`config.mk`:
```
export PLATFORM = sky130hd
export DESIGN_NAME = keyboard_scancode_ring_buffer
export DESIGN_NICKNAME = d
export VERILOG_FILES = /design/src/hw/rtl/kbsr_pkg.sv /design/src/hw/rtl/keyboard_scancode_ring_buffer.sv /design/src/hw/rtl/kbsr_ram.sv /design/src/hw/rtl/kbsr_ctrl.sv /design/src/hw/rtl/kbsr_datapath.sv
export SDC_FILE = /design/constraint.sdc
export NUM_CORES = 2
export LEC_CHECK = 0
export BUFFER_PORTS_ARGS = -buffer_cell sky130_fd_sc_hd__buf_4
export CORE_MARGIN = 2
export CORE_UTILIZATION = 37
export CTS_CLUSTER_DIAMETER = 100
export DETAILED_ROUTE_END_ITERATION = 10
export GPL_TIMING_DRIVEN = 0
export PLACE_DENSITY = 0.59
export SYNTH_ARGS = -nofsm -noshare
export SYNTH_HDL_FRONTEND = slang
export SYNTH_SLANG_ARGS = --single-unit
```
`constraint.sdc`:
```
create_clock -name i_clk -period 33.8 [get_ports i_clk]
set_clock_uncertainty 0.05 [all_clocks]
set_input_delay 6.76 -clock i_clk [delete_from_list [all_inputs] [get_ports i_clk]]
set_output_delay 6.76 -clock i_clk [all_outputs]
set_load 0.02 [all_outputs]
```
`src/hw/rtl/kbsr_pkg.sv`:
```
// ----------------------------------------------------------------------------
// Keyboard scancode ring buffer package
// Sizes, opcodes, the scancode translation table and shared types.
// ----------------------------------------------------------------------------
`timescale 1ns / 1ps

package kbsr_pkg;

    localparam int DEPTH  = 256;
    localparam int SLOT_W = $clog2(DEPTH);
    localparam int OCC_W  = $clog2(DEPTH + 1);
    localparam int FILL_W = 9;
    localparam int CODE_W = 9;
    localparam int KEYS   = 58;
    localparam int KEY_W  = $clog2(KEYS);

    typedef logic [CODE_W-1:0] t_code;
    typedef logic [SLOT_W-1:0] t_slot;
    typedef logic [OCC_W-1:0]  t_occ;

    localparam logic [1:0] OP_KEY = 2'd0;
    localparam logic [1:0] OP_POP = 2'd1;
    localparam logic [1:0] OP_RAW = 2'd2;

    localparam logic [1:0] ACC_NONE  = 2'd0;
    localparam logic [1:0] ACC_ACUTE = 2'd1;
    localparam logic [1:0] ACC_DIAER = 2'd2;

    localparam t_code KN = 9'h100;
    localparam t_code KD = 9'h101;

    localparam t_code CH_NEWLINE  = 9'h00A;
    localparam t_code CH_A        = 9'h061;
    localparam t_code CH_E        = 9'h065;
    localparam t_code CH_I        = 9'h069;
    localparam t_code CH_O        = 9'h06F;
    localparam t_code CH_U        = 9'h075;
    localparam t_code CH_Z        = 9'h07A;
    localparam t_code CH_ENYE     = 9'h0A4;
    localparam t_code CH_A_ACUTE  = 9'h0A0;
    localparam t_code CH_E_ACUTE  = 9'h082;
    localparam t_code CH_I_ACUTE  = 9'h0A1;
    localparam t_code CH_O_ACUTE  = 9'h0A2;
    localparam t_code CH_U_ACUTE  = 9'h0A3;
    localparam t_code CH_U_DIAER  = 9'h081;

    localparam t_code KEY_TABLE [0:3][0:KEYS-1] = '{
        '{KN, KN, 9'h031, 9'h032, 9'h033, 9'h034, 9'h035, 9'h036, 9'h037, 9'h038,
          9'h039, 9'h030, 9'h027, 9'h0A8, 9'h008, 9'h009,
          9'h071, 9'h077, 9'h065, 9'h072, 9'h074, 9'h079, 9'h075, 9'h069, 9'h06F, 9'h070,
          KD, 9'h02B, 9'h00A, KN,
          9'h061, 9'h073, 9'h064, 9'h066, 9'h067, 9'h068, 9'h06A, 9'h06B, 9'h06C,
          9'h0A4, 9'h07B, 9'h023, KN, 9'h07D,
          9'h07A, 9'h078, 9'h063, 9'h076, 9'h062, 9'h06E, 9'h06D,
          9'h02C, 9'h02E, 9'h02D, KN, KN, KN, 9'h020},
        '{KN, KN, 9'h021, 9'h022, 9'h023, 9'h024, 9'h025, 9'h026, 9'h02F, 9'h028,
          9'h029, 9'h03D, 9'h03F, 9'h0AD, 9'h008, 9'h009,
          9'h051, 9'h057, 9'h045, 9'h052, 9'h054, 9'h059, 9'h055, 9'h049, 9'h04F, 9'h050,
          KD, 9'h02A, 9'h00A, KN,
          9'h041, 9'h053, 9'h044, 9'h046, 9'h047, 9'h048, 9'h04A, 9'h04B, 9'h04C,
          9'h0A5, 9'h05B, 9'h023, KN, 9'h05D,
          9'h05A, 9'h058, 9'h043, 9'h056, 9'h042, 9'h04E, 9'h04D,
          9'h03B, 9'h03A, 9'h05F, KN, KN, KN, 9'h020},
        '{KN, KN, 9'h031, 9'h032, 9'h033, 9'h034, 9'h035, 9'h036, 9'h037, 9'h038,
          9'h039, 9'h030, 9'h02D, 9'h03D, 9'h008, 9'h009,
          9'h071, 9'h077, 9'h065, 9'h072, 9'h074, 9'h079, 9'h075, 9'h069, 9'h06F, 9'h070,
          9'h05B, 9'h05D, 9'h00A, KN,
          9'h061, 9'h073, 9'h064, 9'h066, 9'h067, 9'h068, 9'h06A, 9'h06B, 9'h06C,
          9'h03B, 9'h027, 9'h060, KN, 9'h05C,
          9'h07A, 9'h078, 9'h063, 9'h076, 9'h062, 9'h06E, 9'h06D,
          9'h02C, 9'h02E, 9'h02F, KN, KN, KN, 9'h020},
        '{KN, KN, 9'h021, 9'h040, 9'h023, 9'h024, 9'h025, 9'h05E, 9'h026, 9'h02A,
          9'h028, 9'h029, 9'h05F, 9'h02B, 9'h008, 9'h009,
          9'h051, 9'h057, 9'h045, 9'h052, 9'h054, 9'h059, 9'h055, 9'h049, 9'h04F, 9'h050,
          9'h07B, 9'h07D, 9'h00A, KN,
          9'h041, 9'h053, 9'h044, 9'h046, 9'h047, 9'h048, 9'h04A, 9'h04B, 9'h04C,
          9'h03A, 9'h022, 9'h07E, KN, 9'h07C,
          9'h05A, 9'h058, 9'h043, 9'h056, 9'h042, 9'h04E, 9'h04D,
          9'h03C, 9'h03E, 9'h03F, KN, KN, KN, 9'h020}
    };

    typedef struct packed {
        logic exec;
    } t_ctrl_cmd;

    function automatic t_code key_code(input logic [1:0] row, input logic [7:0] sc);
        t_code code;
        code = KN;
        if (sc < 8'(KEYS)) begin
            code = KEY_TABLE[row][sc[KEY_W-1:0]];
        end
        return code;
    endfunction

endpackage

```
`src/hw/rtl/keyboard_scancode_ring_buffer.sv`:
```
// Latency: a result word is offered in the cycle after its input word is accepted.
// The two-state controller holds each result until it is taken before accepting more.
// Reset is synchronous and active low: it resets the pointers and clears the count, accent and layout.
// The character store is not cleared; there is no clearing pass after reset.
// ----------------------------------------------------------------------------
// Keyboard scancode ring buffer
// Translates scancodes to characters, queues them and raw characters in a ring FIFO, and pops them.
// ----------------------------------------------------------------------------
`timescale 1ns / 1ps

module keyboard_scancode_ring_buffer
    import kbsr_pkg::*;
(
    input  logic              i_clk,
    input  logic              i_rst_n,
    input  logic              i_cfg_valid,
    output logic              o_cfg_ready,
    input  logic              i_cfg_layout,
    input  logic              i_in_valid,
    output logic              o_in_stall,
    input  logic [1:0]        i_opcode,
    input  logic [7:0]        i_scan_code,
    input  logic              i_shift_held,
    input  logic              i_caps_lock_on,
    input  logic [7:0]        i_raw_char,
    output logic              o_out_valid,
    input  logic              i_out_stall,
    output logic [7:0]        o_popped_char,
    output logic              o_popped_valid,
    output logic              o_stored,
    output logic              o_dropped_full,
    output logic [FILL_W-1:0] o_fill_level
);

    t_ctrl_cmd cmd;

    assign o_cfg_ready = 1'b1;

    kbsr_ctrl u_ctrl (
        .i_clk       (i_clk),
        .i_rst_n     (i_rst_n),
        .i_in_valid  (i_in_valid),
        .i_out_stall (i_out_stall),
        .o_in_stall  (o_in_stall),
        .o_out_valid (o_out_valid),
        .o_cmd       (cmd)
    );

    kbsr_datapath u_datapath (
        .i_clk          (i_clk),
        .i_rst_n        (i_rst_n),
        .i_cmd          (cmd),
        .i_cfg_we       (i_cfg_valid),
        .i_cfg_layout   (i_cfg_layout),
        .i_opcode       (i_opcode),
        .i_scan_code    (i_scan_code),
        .i_shift_held   (i_shift_held),
        .i_caps_lock_on (i_caps_lock_on),
        .i_raw_char     (i_raw_char),
        .o_popped_char  (o_popped_char),
        .o_popped_valid (o_popped_valid),
        .o_stored       (o_stored),
        .o_dropped_full (o_dropped_full),
        .o_fill_level   (o_fill_level)
    );

endmodule

```
`src/hw/rtl/kbsr_ram.sv`:
```
// ----------------------------------------------------------------------------
// Generic single-port-write RAM
// One write port and one read port with a registered, enabled read.
// ----------------------------------------------------------------------------
`timescale 1ns / 1ps

module kbsr_ram #(
    parameter int DATA_W = 8,
    parameter int WORDS  = 256
) (
    input  logic                     i_clk,
    input  logic                     i_wr_en,
    input  logic [$clog2(WORDS)-1:0] i_wr_addr,
    input  logic [DATA_W-1:0]        i_wr_data,
    input  logic                     i_rd_en,
    input  logic [$clog2(WORDS)-1:0] i_rd_addr,
    output logic [DATA_W-1:0]        o_rd_data
);

    logic [DATA_W-1:0] r_mem [0:WORDS-1];
    logic [DATA_W-1:0] r_rd_data;

    always_ff @(posedge i_clk) begin
        if (i_wr_en) begin
            r_mem[i_wr_addr] <= i_wr_data;
        end
        if (i_rd_en) begin
            r_rd_data <= r_mem[i_rd_addr];
        end
    end

    assign o_rd_data = r_rd_data;

endmodule

```
`src/hw/rtl/kbsr_ctrl.sv`:
```
// ----------------------------------------------------------------------------
// Keyboard scancode ring buffer controller
// Two-state sequencer that takes one word and then holds its result.
// ----------------------------------------------------------------------------
`timescale 1ns / 1ps

module kbsr_ctrl
    import kbsr_pkg::*;
(
    input  logic      i_clk,
    input  logic      i_rst_n,
    input  logic      i_in_valid,
    input  logic      i_out_stall,
    output logic      o_in_stall,
    output logic      o_out_valid,
    output t_ctrl_cmd o_cmd
);

    localparam logic S_IDLE = 1'b0;
    localparam logic S_OUT  = 1'b1;

    logic r_state;
    logic n_state;

    always_comb begin
        n_state = r_state;
        case (r_state)
            S_IDLE: begin
                if (i_in_valid) begin
                    n_state = S_OUT;
                end
            end
            S_OUT: begin
                if (!i_out_stall) begin
                    n_state = S_IDLE;
                end
            end
            default: begin
                n_state = S_IDLE;
            end
        endcase
    end

    always_ff @(posedge i_clk) begin
        if (!i_rst_n) begin
            r_state <= S_IDLE;
        end else begin
            r_state <= n_state;
        end
    end

    assign o_in_stall  = (r_state != S_IDLE);
    assign o_out_valid = (r_state == S_OUT);
    assign o_cmd.exec  = (r_state == S_IDLE) && i_in_valid;

endmodule

```
`src/hw/rtl/kbsr_datapath.sv`:
```
// ----------------------------------------------------------------------------
// Keyboard scancode ring buffer datapath
// Scancode translation, dead-key accents, FIFO pointers and the character store.
// ----------------------------------------------------------------------------
`timescale 1ns / 1ps

module kbsr_datapath
    import kbsr_pkg::*;
(
    input  logic              i_clk,
    input  logic              i_rst_n,
    input  t_ctrl_cmd         i_cmd,
    input  logic              i_cfg_we,
    input  logic              i_cfg_layout,
    input  logic [1:0]        i_opcode,
    input  logic [7:0]        i_scan_code,
    input  logic              i_shift_held,
    input  logic              i_caps_lock_on,
    input  logic [7:0]        i_raw_char,
    output logic [7:0]        o_popped_char,
    output logic              o_popped_valid,
    output logic              o_stored,
    output logic              o_dropped_full,
    output logic [FILL_W-1:0] o_fill_level
);

    localparam t_slot LAST_SLOT = SLOT_W'(DEPTH - 1);
    localparam t_occ  OCC_FULL  = OCC_W'(DEPTH);
    localparam t_occ  OCC_LAST  = OCC_W'(DEPTH - 1);

    logic       r_layout;
    t_slot      r_wr_slot;
    t_slot      r_rd_slot;
    t_occ       r_occ;
    logic [1:0] r_accent;
    logic       r_pvalid;
    logic       r_stored;
    logic       r_dropped;

    t_slot      n_wr_slot;
    t_slot      n_rd_slot;
    t_occ       n_occ;
    logic [1:0] n_accent;
    logic       n_pvalid;
    logic       n_stored;
    logic       n_dropped;

    t_code      base_code;
    t_code      letter_code;
    t_code      shift_code;
    logic       modifier;
    logic       is_letter;
    logic [7:0] key_char;
    logic       push;
    logic [7:0] push_data;
    t_slot      push_slot;
    logic       rd_en;
    logic [7:0] rd_data;

    assign modifier    = i_shift_held ^ i_caps_lock_on;
    assign base_code   = key_code({r_layout, 1'b0}, i_scan_code);
    assign letter_code = key_code({r_layout, modifier}, i_scan_code);
    assign shift_code  = key_code({r_layout, i_shift_held}, i_scan_code);
    assign is_letter   = ((base_code >= CH_A) && (base_code <= CH_Z)) || (base_code == CH_ENYE);
    assign push_slot   = (r_wr_slot == LAST_SLOT) ? '0 : r_wr_slot + 1'b1;

    always_comb begin
        key_char = shift_code[7:0];
        if (is_letter) begin
            key_char = letter_code[7:0];
            if (!modifier && (r_accent == ACC_ACUTE)) begin
                case (base_code)
                    CH_A: key_char = CH_A_ACUTE[7:0];
                    CH_E: key_char = CH_E_ACUTE[7:0];
                    CH_I: key_char = CH_I_ACUTE[7:0];
                    CH_O: key_char = CH_O_ACUTE[7:0];
                    CH_U: key_char = CH_U_ACUTE[7:0];
                    default: key_char = letter_code[7:0];
                endcase
            end else if (!modifier && (r_accent == ACC_DIAER) && (base_code == CH_U)) begin
                key_char = CH_U_DIAER[7:0];
            end
        end
    end

    always_comb begin
        n_wr_slot = r_wr_slot;
        n_rd_slot = r_rd_slot;
        n_occ     = r_occ;
        n_accent  = r_accent;
        n_pvalid  = r_pvalid;
        n_stored  = r_stored;
        n_dropped = r_dropped;
        push      = 1'b0;
        push_data = i_raw_char;
        rd_en     = 1'b0;
        if (i_cmd.exec) begin
            n_pvalid  = 1'b0;
            n_stored  = 1'b0;
            n_dropped = 1'b0;
            case (i_opcode)
                OP_KEY: begin
                    if (r_occ >= OCC_FULL) begin
                        n_dropped = (base_code != KN);
                    end else if ((base_code != CH_NEWLINE) && (r_occ == OCC_LAST)) begin
                        n_dropped = (base_code != KN);
                    end else if (base_code == KN) begin
                        n_dropped = 1'b0;
                    end else if (base_code == KD) begin
                        n_accent = i_shift_held ? ACC_DIAER : ACC_ACUTE;
                    end else begin
                        push      = 1'b1;
                        push_data = key_char;
                        n_stored  = 1'b1;
                        if (is_letter) begin
                            n_accent = ACC_NONE;
                        end
                    end
                end
                OP_POP: begin
                    if (r_occ != '0) begin
                        rd_en     = 1'b1;
                        n_pvalid  = 1'b1;
                        n_occ     = r_occ - 1'b1;
                        n_rd_slot = (r_rd_slot == LAST_SLOT) ? '0 : r_rd_slot + 1'b1;
                    end
                end
                OP_RAW: begin
                    if (r_occ >= OCC_FULL) begin
                        n_dropped = 1'b1;
                    end else begin
                        push     = 1'b1;
                        n_stored = 1'b1;
                    end
                end
                default: begin
                    n_pvalid = 1'b0;
                end
            endcase
            if (push) begin
                n_wr_slot = push_slot;
                n_occ     = r_occ + 1'b1;
            end
        end
    end

    always_ff @(posedge i_clk) begin
        if (!i_rst_n) begin
            r_layout  <= 1'b0;
            r_wr_slot <= LAST_SLOT;
            r_rd_slot <= '0;
            r_occ     <= '0;
            r_accent  <= ACC_NONE;
        end else begin
            if (i_cfg_we) begin
                r_layout <= i_cfg_layout;
            end
            r_wr_slot <= n_wr_slot;
            r_rd_slot <= n_rd_slot;
            r_occ     <= n_occ;
            r_accent  <= n_accent;
        end
    end

    always_ff @(posedge i_clk) begin
        r_pvalid  <= n_pvalid;
        r_stored  <= n_stored;
        r_dropped <= n_dropped;
    end

    kbsr_ram #(
        .DATA_W (8),
        .WORDS  (DEPTH)
    ) u_store (
        .i_clk     (i_clk),
        .i_wr_en   (push),
        .i_wr_addr (push_slot),
        .i_wr_data (push_data),
        .i_rd_en   (rd_en),
        .i_rd_addr (r_rd_slot),
        .o_rd_data (rd_data)
    );

    assign o_popped_char  = r_pvalid ? rd_data : 8'h00;
    assign o_popped_valid = r_pvalid;
    assign o_stored       = r_stored;
    assign o_dropped_full = r_dropped;
    assign o_fill_level   = FILL_W'(r_occ);

endmodule

```
==> flow_summary.html <==
<table>
<tr><th>Metric</th><th>Value</th></tr>
<tr><th colspan="2">Run status</th></tr>
<tr><td>Status</td><td>finished clean</td></tr>
<tr><th colspan="2">Clock tree</th></tr>
<tr><td>Level count of the clock H-tree</td><td>4</td></tr>
<tr><td>Clock insertion delay at the later pin of the skew report</td><td>between 0.8 and 0.9 ns</td></tr>
<tr><td>Buffer cell driving the clock tree root</td><td>clkbuf_16</td></tr>
<tr><td>Post-CTS resize count</td><td>0</td></tr>
<tr><td>Maximum count of clock buffers along a single path</td><td>3</td></tr>
<tr><td>Clock slew seen by the registers of the worst setup and hold paths</td><td>0.05 ns</td></tr>
<tr><td>Number of buffers created by CTS</td><td>203</td></tr>
<tr><td>Total clock sinks</td><td>2,088</td></tr>
<tr><td>CTS tree</td><td>done</td></tr>
<tr><td>CTS Hold Buffers Added</td><td>0</td></tr>
<tr><td>Post-CTS Setup Bufs</td><td>0</td></tr>
<tr><th colspan="2">Global routing</th></tr>
<tr><td>Met2 track demand over resource</td><td>0.327</td></tr>
<tr><td>Aggregate global-route resource usage</td><td>0.202</td></tr>
<tr><td>Busiest layer in global routing</td><td>met2</td></tr>
<tr><td>Met1 track utilization from global routing</td><td>0.277</td></tr>
<tr><td>Fraction of met3 tracks used by global routing</td><td>0.0372</td></tr>
<tr><td>Antenna violations before repair</td><td>19</td></tr>
<tr><td>Maximum number of pins on one net before global-route repair</td><td>between 40 and 50</td></tr>
<tr><td>First-pass GRT wire length</td><td>332 mm</td></tr>
<tr><td>Vias in the first global route</td><td>43,234</td></tr>
<tr><td>Congestion Overflow GR</td><td>0</td></tr>
<tr><th colspan="2">STA</th></tr>
<tr><td>Worst hold slack after final layout</td><td>approximately 0.45 ns</td></tr>
<tr><td>Slew of the pin with the lowest slew margin</td><td>~1.5 ns</td></tr>
<tr><td>Final count of hold timing violations</td><td>0</td></tr>
<tr><td>Worst Slack Setup Final</td><td>~20 ns</td></tr>
<tr><td>Period Utilization, post-route</td><td>0.399</td></tr>
<tr><td>Highest clock rate</td><td>0.0742 GHz</td></tr>
<tr><td>Tmin final</td><td>13.48 ns</td></tr>
<tr><td>Remaining max-slew budget at the tightest pin</td><td>0.00806</td></tr>
<tr><td>Max-slew violation total from the final report</td><td>0</td></tr>
<tr><td>Setup TNS Final</td><td>0 ns</td></tr>
<tr><td>Setup repair after global routing missed its margin</td><td>no</td></tr>
<tr><td>Number of setup violations in the final report</td><td>0</td></tr>
<tr><th colspan="2">Place</th></tr>
<tr><td>Post-Place Setup Slack</td><td>19.57 ns</td></tr>
<tr><td>Final RePlAce weighted congestion</td><td>0.924</td></tr>
<tr><td>Detailed placement HPWL</td><td>167 mm</td></tr>
<tr><td>Instance count after placement with tap cells included</td><td>7,199</td></tr>
<tr><td>IO Port Bufs</td><td>44</td></tr>
<tr><th colspan="2">Route</th></tr>
<tr><td>Overall via count from detail_route</td><td>43,732</td></tr>
<tr><td>Detailed-router iteration count before antenna repair</td><td>6</td></tr>
<tr><td>Drt wl/cell</td><td>just over 30 um</td></tr>
<tr><td>Number of violations reported at the end of detailed-routing iteration 0</td><td>5,835</td></tr>
<tr><td>Final routed DRC violation total</td><td>0</td></tr>
<tr><td>Remaining antenna violation count after routing</td><td>0</td></tr>
<tr><td>Average via count per standard cell</td><td>5.76</td></tr>
<tr><td>Total detailed-routing wirelength</td><td>237 mm</td></tr>
<tr><th colspan="2">Pwr</th></tr>
<tr><td>Cell Int Power</td><td>between 4 and 5 mW</td></tr>
<tr><td>Leakage power summed over all cells</td><td>28.6 nW</td></tr>
<tr><td>Largest voltage drop on the vdd net</td><td>0.0000546 V</td></tr>
<tr><td>Portion of total power attributed to the clock network</td><td>0.388</td></tr>
<tr><td>Cell Pwr Density</td><td>58.5 nW/um2</td></tr>
<tr><td>Combinational Power Share</td><td>0.102</td></tr>
<tr><td>Switching power share of the total</td><td>0.242</td></tr>
<tr><td>Part of the power in registers</td><td>0.511</td></tr>
<tr><td>Total power consumption of the routed design</td><td>5.67 mW</td></tr>
<tr><td>Net switching component of the power</td><td>1.37 mW</td></tr>
<tr><th colspan="2">Synth</th></tr>
<tr><td>Flop and latch count out of synthesis</td><td>2,088</td></tr>
<tr><td>YS warnings</td><td>0</td></tr>
<tr><td>Leading cell types by total area after synthesis</td><td>edfxtp_1 (73%), mux4_2 (18%), nor2_1 (1.0%), clkbuf_1 (0.73%), dfxtp_1 (0.68%)</td></tr>
<tr><td>Number of enable-type register cells in the synthesized netlist</td><td>2,059</td></tr>
<tr><td>Portion of synthesized cell area occupied by the leading cell type</td><td>0.729</td></tr>
<tr><td>Leading register cell type out of synthesis</td><td>edfxtp_1</td></tr>
<tr><td>Post-synthesis area per instance</td><td>20.9 um2</td></tr>
<tr><td>Share of the yosys chip area belonging to registers</td><td>0.736</td></tr>
<tr><td>Library cell with the largest summed area after synthesis</td><td>edfxtp_1</td></tr>
<tr><td>Proportion of register bits with asynchronous set or reset after synthesis</td><td>0</td></tr>
<tr><td>Net count after synthesis</td><td>4,114</td></tr>
<tr><td>Cell area after synthesis</td><td>around 85,000 um2</td></tr>
<tr><td>Count of mapped cells out of synthesis</td><td>4,048</td></tr>
<tr><td>Count of cell types in the netlist</td><td>91</td></tr>
<tr><th colspan="2">Floorplanning</th></tr>
<tr><td>Die span in y</td><td>approximately 480 um</td></tr>
<tr><td>Effective utilization at floorplan</td><td>0.373</td></tr>
<tr><td>Num rows</td><td>175</td></tr>
<tr><td>Count of boundary I/O pins</td><td>49</td></tr>
<tr><td>Overall die width</td><td>around 480 um</td></tr>
<tr><td>Area inside the core boundary</td><td>227,000 um2</td></tr>
<tr><td>Die ar.</td><td>approximately 230,000 um2</td></tr>
<tr><th colspan="2">Finish</th></tr>
<tr><td>Fraction of final layout cells sized beyond drive strength 1</td><td>0.272</td></tr>
<tr><td>Most common library cell in the layout ignoring fill and taps</td><td>edfxtp_1</td></tr>
<tr><td>Filler Cell Count</td><td>19,431</td></tr>
<tr><td>Commonest cells after routing, fill and taps aside</td><td>edfxtp_1 (2,059), mux4_2 (682), nor2_1 (230), clkbuf_1 (207), clkbuf_16 (205)</td></tr>
<tr><td>Final standard cell count with taps included and fillers excluded</td><td>7,597</td></tr>
<tr><td>Synthesis-to-layout area growth</td><td>14.4%</td></tr>
<tr><td>Fin nets</td><td>~4,500</td></tr>
<tr><th colspan="2">Worst setup path</th></tr>
<tr><td>Origin of the critical flop-to-flop path</td><td>u_datapath.r_layout</td></tr>
<tr><td>Worst-path fanout max</td><td>16</td></tr>
<tr><td>Data required time of the critical path</td><td>34.43 ns</td></tr>
<tr><td>Data arrival time of the critical path</td><td>about 14 ns</td></tr>
<tr><td>Worst setup path startpoint</td><td>i_scan_code[0]</td></tr>
<tr><td>Critical setup path kind</td><td>input pin to register</td></tr>
<tr><td>Nature of the critical path startpoint</td><td>input pin</td></tr>
<tr><td>Kind of end point of the critical path</td><td>register</td></tr>
<tr><th colspan="2">Worst hold path</th></tr>
<tr><td>Hold/Removal Path Class</td><td>register to register</td></tr>
<tr><td>Startpoint of the lowest-slack hold path</td><td>u_datapath.r_accent[1]</td></tr>
<tr><th colspan="2">Flow run</th></tr>
<tr><td>Number of max-cap violations</td><td>0</td></tr>
</table>
area by class of cell:
| class | count | area (um2) | area share |
|---|---|---|---|
| inverters | 31 | 116 | 0.00120 |
| clock inverters | 123 | 1090 | 0.0112 |
| well taps | 3009 | 3760 | 0.0388 |
| clock buffers | 258 | 5340 | 0.0551 |
| plain buffers | 264 | 1120 | 0.0116 |
| flip-flops and latches | 2088 | 62400 | 0.644 |
| repair buffers | 152 | 1780 | 0.0184 |
| diodes | 7 | 17.5 | 0.000181 |
| multi-input cells | 1665 | 21300 | 0.220 |
metal layers:
metal,vias to the layer above,share of wire
li1,17817,-
met1,23548,0.40
met2,2020,0.48
met3,343,0.082
met4,4,0.033
met5,-,0.00011
sequential cells by signal (all words and copies together), names as in the netlist:
register and flops:
u_datapath.u_store.o_rd_data 8, u_datapath.r_rd_slot 8, u_datapath.o_popped_valid 1, u_datapath.o_fill_level 9
u_datapath.r_accent 2, u_datapath.r_wr_slot 8, u_ctrl.o_in_stall 1, u_datapath.o_stored 1
u_datapath.o_dropped_full 1, u_datapath.r_layout 1, u_datapath.u_store.r_mem 2048
power groups by stage:
stage | registers, mW | clock network [mW] | logic, mW
after CTS | 2.90 | 2.23 | 0.571
final | 2.90 | 2.20 | 0.576
after floorplan | 2.99 | 0 | 0.312
after global placement | 3.04 | 0 | 0.528
after detailed placement | 2.95 | 0 | 0.570
after global routing | 2.90 | 2.33 | 0.603
metrics by stage:
stage,cell area (um2),utilization
after CTS,96800,0.426
after global placement,88900,0.391
after floorplan,84800,-
final,97000,0.426
after global routing,97000,0.426
after detailed placement,90400,0.397
path summary, 6_finish.rpt:
kind	end	slack, ns	cells past startpoint
worst max register to register	u_datapath.u_store.r_mem[154][5]	26.17	21
worst max-delay path	u_datapath.u_store.r_mem[154][5]	20.32	22
worst min register to register	u_datapath.r_accent[1]	0.45	2
worst min-delay path	u_datapath.r_accent[1]	0.45	2
worst max-delay path, stage by stage:
cell	delay, ns
buf_4	0.21
clkbuf_1	0.49
buf_1	0.50
inv_1	0.47
ha_1	0.57
nor2_1	0.13
a22o_1	0.30
o311a_1	0.37
a311oi_1	0.60
nor2_1	0.17
nand4_1	0.27
nand3_1	0.26
o41ai_2	1.01
buf_4	0.34
buf_4	0.21
buf_4	0.21
buf_4	0.22
buf_4	0.18
buf_4	0.20
buf_4	0.21
buf_4	0.21
buf_4	0.18
Yosys cell counts (10+ instances only):
library cell  count
buf_2            25
buf_1            60
a31oi_1          11
a21oi_1          76
mux2i_1          10
nor3_2           19
o211ai_1         16
ha_1             39
nand3_1          35
nor3_1           96
mux4_2          682
o21ai_0          70
nor2_1          230
nor2b_1          17
and3_1           11
o22ai_1          11
edfxtp_1       2059
nand4_1          10
and2_1           13
clkbuf_1        165
or3_1            14
nand2_1          98
or2_2            10
nand2b_1         20
inv_1            26
dfxtp_1          29
cell families (layout without fill, tap and decap cells):
family	Yosys count	in the layout	synth area share
flip-flops	2088	2088	0.736
multiplexers	693	693	0.182
AND/OR/NAND/NOR	618	618	0.0359
AO/OA/AOI/OAI	297	297	0.0234
buffers and inverters	295	828	0.0144
adder cells (fa/ha/maj)	41	41	0.00611
XOR/XNOR	15	15	0.00155
other	1	8	0.0000442
(Power assumes the default switching activity.)
